--- config.mk ---
export PLATFORM = sky130hd
export DESIGN_NAME = lehmer_rng_range_draw_flat
export DESIGN_NICKNAME = d
export VERILOG_FILES = /design/src/rtl/lrd_pkg.sv /design/src/rtl/lrd_in_if.sv /design/src/rtl/lrd_out_if.sv /design/src/rtl/lrd_cfg_if.sv /design/src/rtl/lrd_front.sv /design/src/rtl/lrd_queue.sv /design/src/rtl/lrd_back.sv /design/src/rtl/lehmer_rng_range_draw.sv /design/src/flat_wrapper.sv
export SDC_FILE = /design/constraint.sdc
export NUM_CORES = 1
export LEC_CHECK = 0
export BUFFER_PORTS_ARGS = -buffer_cell sky130_fd_sc_hd__buf_2
export CORE_MARGIN = 1
export CORE_UTILIZATION = 40
export DETAILED_ROUTE_END_ITERATION = 8
export GPL_TIMING_DRIVEN = 0
export SETUP_SLACK_MARGIN = 0.3
export SLEW_MARGIN = 10
export SYNTH_ARGS = -nofsm -noshare
export SYNTH_HDL_FRONTEND = slang
export SYNTH_HIERARCHICAL = 1
export SYNTH_SLANG_ARGS = --single-unit
--- constraint.sdc ---
create_clock -name clk -period 21.6 [get_ports clk]
set_clock_uncertainty 0.2 [all_clocks]
set_input_delay 4.32 -clock clk [delete_from_list [all_inputs] [get_ports clk]]
set_output_delay 4.32 -clock clk [all_outputs]
set_load 0.03 [all_outputs]
--- src/rtl/lrd_pkg.sv ---
// lrd_pkg: shared constants and types for the lehmer range draw block
// no dependencies; used by the interfaces and every rtl module
package lrd_pkg;

	localparam int unsigned GEN_W   = 31;
	localparam int unsigned COUNT_W = 32;
	localparam int unsigned DISC_W  = 33;

	localparam logic [14:0]      LEHMER_MULT = 15'd16807;
	localparam logic [31:0]      LEHMER_MOD  = 32'h7FFF_FFFF;
	localparam logic [GEN_W-1:0] SEED_RESET  = 31'd54301;

	localparam int unsigned QUEUE_DEPTH = 2;
	localparam int unsigned QPTR_W      = $clog2(QUEUE_DEPTH);
	localparam int unsigned QCNT_W      = $clog2(QUEUE_DEPTH + 1);

	// one classified draw waiting for the modulo unit
	typedef struct packed {
		logic [GEN_W-1:0]        raw;
		logic [COUNT_W-1:0]      count;
		logic signed [GEN_W-1:0] range_low;
		logic                    flag;
	} draw_t;

endpackage

--- src/rtl/lrd_in_if.sv ---
// lrd_in_if: draw request channel (valid/ready plus range and threshold)
// depends on lrd_pkg
interface lrd_in_if import lrd_pkg::*; ();
	logic                    valid;
	logic                    ready;
	logic signed [GEN_W-1:0] range_low;
	logic signed [GEN_W-1:0] range_high;
	logic [GEN_W-1:0]        prob_threshold;

	modport source (output valid, range_low, range_high, prob_threshold, input ready);
	modport sink (input valid, range_low, range_high, prob_threshold, output ready);
endinterface

--- src/rtl/lrd_out_if.sv ---
// lrd_out_if: draw result channel (valid/ready plus raw, discrete and flag)
// depends on lrd_pkg
interface lrd_out_if import lrd_pkg::*; ();
	logic                     valid;
	logic                     ready;
	logic [GEN_W-1:0]         raw_value;
	logic signed [DISC_W-1:0] discrete_value;
	logic                     bernoulli_flag;

	modport source (output valid, raw_value, discrete_value, bernoulli_flag, input ready);
	modport sink (input valid, raw_value, discrete_value, bernoulli_flag, output ready);
endinterface

--- src/rtl/lrd_cfg_if.sv ---
// lrd_cfg_if: seed write channel (valid/ready plus write data)
// depends on lrd_pkg
interface lrd_cfg_if import lrd_pkg::*; ();
	logic             valid;
	logic             ready;
	logic [GEN_W-1:0] data;

	modport source (output valid, data, input ready);
	modport sink (input valid, data, output ready);
endinterface

--- src/rtl/lrd_front.sv ---
// lrd_front: generator state, seed load, draw request intake and classification
// depends on lrd_pkg, lrd_in_if, lrd_cfg_if
module lrd_front import lrd_pkg::*; (
	input  logic     clk,
	input  logic     arst_n,
	lrd_in_if.sink   in_ch,
	lrd_cfg_if.sink  cfg_ch,
	output logic     push_valid,
	input  logic     push_ready,
	output draw_t    push_data
);

	logic [GEN_W-1:0]        gen_q;
	logic [31:0]             prod_lo;
	logic [31:0]             prod_hi;
	logic [31:0]             fold;
	logic [GEN_W-1:0]        gen_next;
	logic                    accept;

	logic                    valid_s1;
	logic [GEN_W-1:0]        raw_s1;
	logic signed [GEN_W-1:0] low_s1;
	logic signed [GEN_W-1:0] high_s1;
	logic [GEN_W-1:0]        thr_s1;

	logic signed [COUNT_W-1:0] diff;
	logic [COUNT_W-1:0]        mag;

	// state * 16807 mod 2^31-1 by split halves and one fold
	always_comb begin
		prod_lo = 32'(LEHMER_MULT) * {16'd0, gen_q[15:0]};
		prod_hi = 32'(LEHMER_MULT) * {17'd0, gen_q[30:16]};
		fold    = prod_lo + {1'b0, prod_hi[14:0], 16'd0} + {15'd0, prod_hi[31:15]};
		if (fold > LEHMER_MOD) begin
			fold = fold - LEHMER_MOD;
		end
		gen_next = fold[GEN_W-1:0];
	end

	assign in_ch.ready  = !valid_s1 || push_ready;
	assign accept       = in_ch.valid && in_ch.ready;
	assign cfg_ch.ready = 1'b1;

	always_ff @(posedge clk or negedge arst_n) begin
		if (!arst_n) begin
			gen_q    <= SEED_RESET;
			valid_s1 <= 1'b0;
		end else begin
			if (cfg_ch.valid) begin
				gen_q <= cfg_ch.data;
			end else if (accept) begin
				gen_q <= gen_next;
			end
			if (accept) begin
				valid_s1 <= 1'b1;
			end else if (push_ready) begin
				valid_s1 <= 1'b0;
			end
		end
	end

	always_ff @(posedge clk) begin
		if (accept) begin
			raw_s1  <= gen_next;
			low_s1  <= in_ch.range_low;
			high_s1 <= in_ch.range_high;
			thr_s1  <= in_ch.prob_threshold;
		end
	end

	// count = |high - low| + 1, at most 2^31
	always_comb begin
		diff = COUNT_W'(high_s1) - COUNT_W'(low_s1);
		mag  = diff[COUNT_W-1] ? COUNT_W'(-diff) : COUNT_W'(diff);
		push_data.raw       = raw_s1;
		push_data.count     = mag + COUNT_W'(1);
		push_data.range_low = low_s1;
		push_data.flag      = (raw_s1 <= thr_s1);
	end

	assign push_valid = valid_s1;

endmodule

--- src/rtl/lrd_queue.sv ---
// lrd_queue: short fifo of classified draws between front and modulo unit
// depends on lrd_pkg
module lrd_queue import lrd_pkg::*; (
	input  logic  clk,
	input  logic  arst_n,
	input  logic  push_valid,
	output logic  push_ready,
	input  draw_t push_data,
	output logic  pop_valid,
	input  logic  pop_ready,
	output draw_t pop_data
);

	draw_t             entries [QUEUE_DEPTH];
	logic [QPTR_W-1:0] wr_ptr_q;
	logic [QPTR_W-1:0] rd_ptr_q;
	logic [QCNT_W-1:0] cnt_q;
	logic              do_push;
	logic              do_pop;

	assign push_ready = (cnt_q != QCNT_W'(QUEUE_DEPTH));
	assign pop_valid  = (cnt_q != '0);
	assign pop_data   = entries[rd_ptr_q];
	assign do_push    = push_valid && push_ready;
	assign do_pop     = pop_valid && pop_ready;

	always_ff @(posedge clk) begin
		if (do_push) begin
			entries[wr_ptr_q] <= push_data;
		end
	end

	always_ff @(posedge clk or negedge arst_n) begin
		if (!arst_n) begin
			wr_ptr_q <= '0;
			rd_ptr_q <= '0;
			cnt_q    <= '0;
		end else begin
			if (do_push) begin
				wr_ptr_q <= (wr_ptr_q == QPTR_W'(QUEUE_DEPTH - 1)) ? '0 : wr_ptr_q + 1'b1;
			end
			if (do_pop) begin
				rd_ptr_q <= (rd_ptr_q == QPTR_W'(QUEUE_DEPTH - 1)) ? '0 : rd_ptr_q + 1'b1;
			end
			if (do_push && !do_pop) begin
				cnt_q <= cnt_q + 1'b1;
			end else if (do_pop && !do_push) begin
				cnt_q <= cnt_q - 1'b1;
			end
		end
	end

endmodule

--- src/rtl/lrd_back.sv ---
// lrd_back: restoring radix-2 modulo of raw by count, then result register
// depends on lrd_pkg, lrd_out_if
module lrd_back import lrd_pkg::*; (
	input  logic     clk,
	input  logic     arst_n,
	input  logic     pop_valid,
	output logic     pop_ready,
	input  draw_t    pop_data,
	lrd_out_if.source out_ch
);

	localparam logic [1:0] ST_IDLE = 2'd0;
	localparam logic [1:0] ST_DIV  = 2'd1;
	localparam logic [1:0] ST_DONE = 2'd2;
	localparam int unsigned IDX_W  = $clog2(GEN_W);

	logic [1:0]         state_q;
	logic [IDX_W-1:0]   idx_q;
	draw_t              work_q;
	logic [GEN_W-1:0]   rem_q;
	logic [COUNT_W-1:0] trial;
	logic               out_valid_q;
	logic               out_free;
	logic               out_load;

	assign pop_ready = (state_q == ST_IDLE);
	assign out_free  = !out_valid_q || out_ch.ready;
	assign out_load  = (state_q == ST_DONE) && out_free;
	assign trial     = {rem_q, work_q.raw[idx_q]};

	always_ff @(posedge clk or negedge arst_n) begin
		if (!arst_n) begin
			state_q     <= ST_IDLE;
			out_valid_q <= 1'b0;
		end else begin
			if (out_load) begin
				out_valid_q <= 1'b1;
			end else if (out_ch.ready) begin
				out_valid_q <= 1'b0;
			end
			case (state_q)
				ST_IDLE: begin
					if (pop_valid) begin
						state_q <= ST_DIV;
					end
				end
				ST_DIV: begin
					if (idx_q == '0) begin
						state_q <= ST_DONE;
					end
				end
				ST_DONE: begin
					if (out_free) begin
						state_q <= ST_IDLE;
					end
				end
				default: begin
					state_q <= ST_IDLE;
				end
			endcase
		end
	end

	always_ff @(posedge clk) begin
		case (state_q)
			ST_IDLE: begin
				work_q <= pop_data;
				rem_q  <= '0;
				idx_q  <= IDX_W'(GEN_W - 1);
			end
			ST_DIV: begin
				// remainder stays below count, so it fits the raw width
				if (trial >= work_q.count) begin
					rem_q <= GEN_W'(trial - work_q.count);
				end else begin
					rem_q <= trial[GEN_W-1:0];
				end
				idx_q <= idx_q - 1'b1;
			end
			ST_DONE: begin
				if (out_free) begin
					out_ch.raw_value      <= work_q.raw;
					out_ch.discrete_value <= DISC_W'(work_q.range_low)
						+ $signed({{(DISC_W - GEN_W){1'b0}}, rem_q});
					out_ch.bernoulli_flag <= work_q.flag;
				end
			end
			default: begin
				rem_q <= rem_q;
			end
		endcase
	end

	assign out_ch.valid = out_valid_q;

endmodule

--- src/rtl/lehmer_rng_range_draw.sv ---
// lehmer_rng_range_draw: park-miller generator with range and bernoulli draws
// throughput is set by the 31-step restoring modulo unit in lrd_back, which works
// on one draw at a time and takes the next only once its result is registered
// the front takes requests ahead through a 2-entry queue while the unit works
// reset (async, active low) loads the generator with seed 54301 and empties all stages
// depends on lrd_pkg, the three channel interfaces, lrd_front, lrd_queue, lrd_back
module lehmer_rng_range_draw import lrd_pkg::*; (
	input  logic      clk,
	input  logic      arst_n,
	lrd_in_if.sink    in_ch,
	lrd_out_if.source out_ch,
	lrd_cfg_if.sink   cfg_ch
);

	logic  push_valid;
	logic  push_ready;
	draw_t push_data;
	logic  pop_valid;
	logic  pop_ready;
	draw_t pop_data;

	lrd_front u_front (
		.clk        (clk),
		.arst_n     (arst_n),
		.in_ch      (in_ch),
		.cfg_ch     (cfg_ch),
		.push_valid (push_valid),
		.push_ready (push_ready),
		.push_data  (push_data)
	);

	lrd_queue u_queue (
		.clk        (clk),
		.arst_n     (arst_n),
		.push_valid (push_valid),
		.push_ready (push_ready),
		.push_data  (push_data),
		.pop_valid  (pop_valid),
		.pop_ready  (pop_ready),
		.pop_data   (pop_data)
	);

	lrd_back u_back (
		.clk       (clk),
		.arst_n    (arst_n),
		.pop_valid (pop_valid),
		.pop_ready (pop_ready),
		.pop_data  (pop_data),
		.out_ch    (out_ch)
	);

endmodule

--- src/flat_wrapper.sv ---
// flat-port wrapper written by rule: the top's interface ports become plain ports
module lehmer_rng_range_draw_flat import lrd_pkg::*;
  (clk, arst_n, in_ch_valid, in_ch_range_low, in_ch_range_high, in_ch_prob_threshold, in_ch_ready, out_ch_valid, out_ch_raw_value, out_ch_discrete_value, out_ch_bernoulli_flag, out_ch_ready, cfg_ch_valid, cfg_ch_data, cfg_ch_ready);
  lrd_in_if in_ch_i ();
  lrd_out_if out_ch_i ();
  lrd_cfg_if cfg_ch_i ();
  input  logic clk;
  input  logic arst_n;
  input wire logic [$bits(in_ch_i.valid)-1:0] in_ch_valid;
  input wire logic [$bits(in_ch_i.range_low)-1:0] in_ch_range_low;
  input wire logic [$bits(in_ch_i.range_high)-1:0] in_ch_range_high;
  input wire logic [$bits(in_ch_i.prob_threshold)-1:0] in_ch_prob_threshold;
  output wire logic [$bits(in_ch_i.ready)-1:0] in_ch_ready;
  output wire logic [$bits(out_ch_i.valid)-1:0] out_ch_valid;
  output wire logic [$bits(out_ch_i.raw_value)-1:0] out_ch_raw_value;
  output wire logic [$bits(out_ch_i.discrete_value)-1:0] out_ch_discrete_value;
  output wire logic [$bits(out_ch_i.bernoulli_flag)-1:0] out_ch_bernoulli_flag;
  input wire logic [$bits(out_ch_i.ready)-1:0] out_ch_ready;
  input wire logic [$bits(cfg_ch_i.valid)-1:0] cfg_ch_valid;
  input wire logic [$bits(cfg_ch_i.data)-1:0] cfg_ch_data;
  output wire logic [$bits(cfg_ch_i.ready)-1:0] cfg_ch_ready;
  assign in_ch_i.valid = in_ch_valid;
  assign in_ch_i.range_low = in_ch_range_low;
  assign in_ch_i.range_high = in_ch_range_high;
  assign in_ch_i.prob_threshold = in_ch_prob_threshold;
  assign in_ch_ready = in_ch_i.ready;
  assign out_ch_valid = out_ch_i.valid;
  assign out_ch_raw_value = out_ch_i.raw_value;
  assign out_ch_discrete_value = out_ch_i.discrete_value;
  assign out_ch_bernoulli_flag = out_ch_i.bernoulli_flag;
  assign out_ch_i.ready = out_ch_ready;
  assign cfg_ch_i.valid = cfg_ch_valid;
  assign cfg_ch_i.data = cfg_ch_data;
  assign cfg_ch_ready = cfg_ch_i.ready;
  lehmer_rng_range_draw u_core (.clk(clk), .arst_n(arst_n), .in_ch(in_ch_i), .out_ch(out_ch_i), .cfg_ch(cfg_ch_i));
endmodule
# == Yosys cells after proc, flatten, opt, wreduce, memory -nomap -nowiden ==
# Memories as Yosys holds them, arrays and structs flattened. A register that Yosys moved wholly into a read port is not among the register bits.
# Cells that the tools add are included.
# word_totals
wordCells,87
register_bits,264
ramBits,190
output_inout_bits,68
memories,1
inputBits,129
# mem_list
memory,depth,word_bits,read_ports,rd_clocked_by_memory_dff,write_ports,line_no,source
u_core.u_queue.entries,2,95,1,1,1,lrd_queue.sv:14,draw_t entries [QUEUE_DEPTH];
# op_classes
n_reduce_logical,22
add_sub_neg,13
mux,23
n_lt_le_gt_ge,4
mul,2
eq_ne,6
# op_table
operator,count
$mux 31,4
$pmux 31 s2,1
$add 31x32->33,1
$add 31x31->32,1
$add 32x1->32 const B,1
$add 32x15->32,1
$ge 32x32->1,1
$gt 32x31->1 const B,1
$mux 32,1
$neg 32->32,1
$sub 31x31->32,1
$le 31x31->1,1
$mul 15x16->31 const A,1
$sub 31x31->31,1
$sub 31x31->31 const B,1
$mul 15x15->30 const A,1
$reduce_bool 2->1,6
$mux 2,5
$pmux 5 s2,1
$mux 1,9
$ne 2x2->1 const B,4
$logic_and 1x1->1,6
$lt 5x6->1 const B,1
$pmux 2 s3,1
13 further kinds,18

# == Depth between registers and ports, before layout ==
# logic_depth
ltp_word,7
depth_mapped,45

# == By module ==
# Netlist, hierarchy kept.
# modules_own_cells
module,seq_area_each_um2,cells_per_inst,instances,area_each_um2
lrd_front,4534.3,1988,1,19079.5
lrd_back,5960.7,834,1,10286.1
lrd_queue,5805.6,314,1,7250.7

# == Worst setup path before layout ==
# OpenSTA, ideal clock, no wires.
# synth_timing
kind,reg-to-reg
from,reg u_core.u_front.gen_q[28]
to,reg u_core.u_front.gen_q[27]
setup_slack_ps,10769
t_required_ps,21331
synth_period_minus_slack_ps,10831
arrival_ps,10562
path_stages_with_launch,39
cell_sequence,dfrtp_1 fa_1 inv_1 fa_1 fa_1 fa_1 fa_1 inv_1 ha_1 ha_1 inv_1 nor2_1 o21ai_0 nand2b_1 a21oi_1 a31oi_1 o41ai_1 o211ai_1 (+3 left out) fa_1 inv_1 fa_1 inv_1 fa_1 inv_1 ha_1 a2111o_1 o221a_1 nand2b_4 o2111a_1 nor4_1 or4b_1 or3_4 nor4_4 nand3_2 or4_1 nand3_1
# synth_via
elab_chain_len,7
# synth_rtl
item,line_no,source
from (decl),lrd_front.sv:13,logic [GEN_W-1:0] gen_q;
from (signal assigned),lrd_front.sv:50,gen_q <= cfg_ch.data;
from (signal assigned),lrd_front.sv:52,gen_q <= gen_next;
$mul 15x15->30 *,lrd_front.sv:32,"prod_hi = 32'(LEHMER_MULT) * {17'd0, gen_q[30:16]};"
$add 31x31->32,lrd_front.sv:33,"fold = prod_lo + {1'b0, prod_hi[14:0], 16'd0} + {15'd0, prod_hi[31:15]};"
$add 32x15->32 *,lrd_front.sv:33,
$gt 32x31->1,lrd_front.sv:34,if (fold > LEHMER_MOD) begin
$mux 31 *,lrd_front.sv:34,
$mux 31 *,lrd_front.sv:51,end else if (accept) begin
$mux 31 *,lrd_front.sv:49,if (cfg_ch.valid) begin
# Every way passes the cells marked *; elsewhere a longest branch is shown, timed or not. The select of a mux whose other input is x is not followed.
# A chain may end at the register's enable or synchronous reset.

# == Final worst setup path ==
# layout_timing
from,reg u_core.u_front.gen_q[19]
to,reg u_core.u_front.gen_q[30]
# layout_via
elab_chain_len,7
# layout_rtl
item,line_no,source
$mul 15x15->30 *,lrd_front.sv:32,
$add 31x31->32,lrd_front.sv:33,
$add 32x15->32 *,lrd_front.sv:33,
$sub 31x31->31 / $gt 32x31->1 (equally long branches),"lrd_front.sv:35, lrd_front.sv:34",
$mux 31 *,lrd_front.sv:34,
named net u_core.u_front.fold[30],lrd_front.sv:16,logic [31:0] fold;
$mux 31 *,lrd_front.sv:51,
$mux 31 *,lrd_front.sv:49,
# The timed path passes the listed nets; every way through them passes the cells marked *. The select of a mux whose other input is x is not followed.

==> results.md <==
Status:
- The run finished with clean final reports.

Synth:
- The count of warnings emitted by yosys is 6.
- Yosys mapped a number of flops with a built-in enable equal to 510.
- For this run, the leading register cell type out of synthesis is sky130_fd_sc_hd__edfxtp_1.
- In the synthesized netlist, the cells that appear most often are sky130_fd_sc_hd__edfxtp_1 (510), sky130_fd_sc_hd__inv_1 (414), sky130_fd_sc_hd__ha_1 (377).
- The summed instance area of the synthesized netlist is approximately 37,000 sq um.
- The distinct cell type count after synthesis is about 120.
- The share of the synthesized area in the top cell type is between 40% and 50%.
- The portion of the post-synthesis area used by sequential elements is roughly 45%.
- The most common cell in the synthesized netlist is sky130_fd_sc_hd__edfxtp_1.
- The average instance area after synthesis is roughly 12 sq um.
- Synthesis produced ~3,100 cells.
- In this run, synthesis produced a sequential element count of ~550.
- The number of nets in the synthesized netlist is about 3,800.
- The largest total area in the synthesized netlist belongs to sky130_fd_sc_hd__edfxtp_1.
- By area the synthesized netlist is led by sky130_fd_sc_hd__edfxtp_1 (42%), sky130_fd_sc_hd__ha_1 (13%), sky130_fd_sc_hd__fa_1 (7.5%), sky130_fd_sc_hd__inv_1 (4.2%), sky130_fd_sc_hd__xnor2_1 (2.9%).
- The async set-or-reset flop fraction in the synthesized netlist is under 10%.

Finish:
- Cells with a size suffix above 1 make up ~15% of the layout.
- The utilization after layout is between 40% and 50%.
- The net count of the finished layout is 4,045.
- The filler cell count in the final layout is approximately 8,400.
- The synthesis-to-finish area growth is 12.7%.

Setup path:
- The highest fanout seen on the critical path is 7.
- STA puts the critical path data arrival time at approximately 13 ns.
- On the critical path, the stage with the largest delay is an instance of sky130_fd_sc_hd__o41ai_1.
- The worst setup path is launched from a register.
- The cell family contributing the most delay on the critical path is adder cells.
- STA puts the critical path data required time at 21.98 ns.
- The type of the worst setup path is register to register.
- The most prevalent standard cell on the critical path is sky130_fd_sc_hd__fa_1.
- The endpoint kind of the worst setup timing path is a register.
- The largest single stage delay on the critical path is roughly 0.69 ns.
- Together, buffers and inverters on the worst path number 4.

Detailed routing:
- The pre-antenna-repair detailed-routing pass consisted of 5 iterations.
- The number of DRC markers after the initial detailed-route iteration is 1,319.
- The post-route DRC violation count is 0.
- The number of vias after detailed routing is 23,656.
- The routed design has 85.5 mm of wire.
- The count of nets left with antenna violations once routing finished came out at 0.
- After detailed routing, the average wire length per cell comes to around 18 microns.
- Dividing the detail-routed via count by the number of cells gives between 5 and 6.

Floorplan:
- The region available for standard cell placement spans 90,300 sq um.
- The die is approximately 300 microns wide.
- For this configuration, the core starts out at a cell density of approximately two fifths.
- The boundary pin count is ~200.
- From bottom edge to top edge, the die measures a little over 300 microns.
- The floorplan has 110 rows.
- The die area is 92,800 sq um.

Global route:
- The met3 track demand over resource is between 2 and 3%.
- The met2 track demand over resource in global routing is 28.3%.
- The global-route wire length before repair is 133 mm.
- The busiest metal layer after global routing is met2.
- The met1 track demand over resource is 27.0%.
- The initial antenna violation count is 10.
- After global routing the overflow that remains totals 0.
- The global-route total usage across every layer is 18.4%.
- The pin count of the biggest net entering global routing is 58.
- The number of global-route vias before repair is between 20,000 and 25,000.

Timing:
- Setup repair after global routing left no endpoint under its margin.
- The achievable clock frequency is around 80 MHz.
- Measured against its own limit, the worst slew margin works out to 28.9%.
- The number of failing hold endpoints at the final stage is 0.
- Subtracting the final worst setup slack from the clock period gives ~12 ns.
- For the final routed database, the setup TNS stands at 0 ns.
- Of the available clock period, the critical path in the final layout requires between 50% and 60%.
- The number of pins with negative max-slew slack in the final report came to 0.
- The number of endpoints failing setup at the final stage is 0.
- The slew at the pin with the worst max-slew slack is between 1 and 1.5 ns.

CTS:
- The later-pin clock latency in the skew report is between 0.6 and 0.7 ns.
- The clock passes through at most 3 buffers.
- Post-CTS timing repair inserted 0 buffers for setup.
- The post-cts gate resize count is 0.
- Hold repair after CTS inserted 0 buffers.
- The clock buffer count from CTS is 56.
- The clock tree from TritonCTS is built.
- The number of clock sinks is 549.
- The clock-pin slew on the worst setup and hold paths is 0.07 ns.
- The level count of the clock H-tree is 2.
- The root buffer cell chosen for the clock tree is sky130_fd_sc_hd__clkbuf_16.

Hold path:
- The path class of the tightest hold or removal check is register to register.

Placement:
- In this run the tool buffered the top-level ports with 194 buffer cells.
- The wire-length estimate of the detail-placed layout is a little under 70 mm.
- The global placer's final weighted congestion is 0.879.

Flow run:
- Max-cap violations in this run came to 0.
sequential cells by signal, indices dropped and copies added (netlist names), 2 cells and up:
register	flops
u_core/u_back/rem_q	31
u_core/u_back/work_q	95
u_core/u_queue/entries	190
u_core/u_front/low_s1	31
u_core/u_front/thr_s1	31
u_core/u_back/out_ch.raw_value	31
u_core/u_front/gen_q	31
u_core/u_back/state_q	2
u_core/u_back/out_ch.discrete_value	33
u_core/u_front/high_s1	31
u_core/u_front/raw_s1	31
u_core/u_back/idx_q	5
u_core/u_queue/cnt_q	2
worst paths after layout:
check                                         start                             endpoint  slack [ns]  cells past startpoint
max                        u_core/u_front/gen_q[19]             u_core/u_front/gen_q[30]        9.16                     39
min                         u_core/u_back/work_q[0]  u_core/u_back/out_ch.bernoulli_flag        0.24                      0
max reg2reg                u_core/u_front/gen_q[19]             u_core/u_front/gen_q[30]        9.16                     39
min reg2reg                 u_core/u_back/work_q[0]  u_core/u_back/out_ch.bernoulli_flag        0.24                      0
max in group asynchronous                    arst_n             u_core/u_back/state_q[1]       16.86                      1
min in group asynchronous                    arst_n              u_core/u_front/gen_q[6]        3.67                      1
metal layers:
metal	vias up	part of all wire (%)
met5	-	0.12
met4	16	2.2
met3	113	4.8
met2	451	44
met1	11291	49
li1	11785	-
cell families (layout without fill, tap and decap cells):
family | Yosys count | count (layout) | synth area share (%)
buffers and inverters | 481 | 792 | 5.26
muxes | 141 | 141 | 4.90
xor gates and xnor gates | 200 | 200 | 4.88
adders and majority gates | 514 | 514 | 20.4
other | 1 | 2 | 0.0102
and+or+nand+nor | 672 | 672 | 9.38
AOI/OAI and AO/OA | 578 | 578 | 10.7
DFF | 549 | 549 | 44.5
cell type report:
type                    count  area (sq um)  share of cell area (%)
diodes                      1          2.50                 0.00607
plain buffers              65           365                   0.886
clock buffers              64          1440                    3.49
clock inverters            39           427                    1.03
inverters                 416          1560                    3.79
multi-input cells        2106         18400                    44.6
flip-flops and latches    549         16300                    39.5
well taps                1176          1470                    3.57
repair buffers            208          1270                    3.07
cell usage in the layout, fill, tap and decap left out, types with 28 or more instances in the layout:
cell and count:
sky130_fd_sc_hd__nand4_1 28, sky130_fd_sc_hd__a21oi_1 146, sky130_fd_sc_hd__clkbuf_1 41, sky130_fd_sc_hd__edfxtp_1 510, sky130_fd_sc_hd__nand2_1 168, sky130_fd_sc_hd__inv_1 413, sky130_fd_sc_hd__nor2_1 166, sky130_fd_sc_hd__o21a_1 28
sky130_fd_sc_hd__mux2i_1 35, sky130_fd_sc_hd__buf_2 211, sky130_fd_sc_hd__o21ai_0 98, sky130_fd_sc_hd__mux2_2 57, sky130_fd_sc_hd__clkbuf_16 56, sky130_fd_sc_hd__ha_1 377, sky130_fd_sc_hd__xor2_1 77, sky130_fd_sc_hd__fa_1 137
sky130_fd_sc_hd__mux2_4 40, sky130_fd_sc_hd__dfrtp_1 31, sky130_fd_sc_hd__nand3_1 65, sky130_fd_sc_hd__xnor2_1 120, sky130_fd_sc_hd__a21o_1 70, sky130_fd_sc_hd__nor3_1 46
worst reg2reg max path, delay by kind of cell, from the launching register on:
family | cells | cell delay, ns
and+or+nand+nor | 8 | 2.48
xor gates and xnor gates | 1 | 0.56
buffers and inverters | 4 | 0.21
DFF | 1 | 0.57
adders and majority gates | 11 | 4.37
AOI/OAI and AO/OA | 15 | 3.99
per-stage QoR:
stage               cell area (sq um)  setup WS [ns]  cells  hold slack [ns]
floorplan                       36600          10.77   3136            0.200
global placement                39100           9.24   4506            0.213
detailed placement              39400           9.23   4520            0.218
CTS                             41300           9.13   4623            0.238
global route                    41300           8.40   4624            0.250
finish                          41300           9.16   4624            0.236
Power is left out: the tool's default activity adds up to more than one toggle a clock period on the data nets, which glitch-free logic cannot reach.
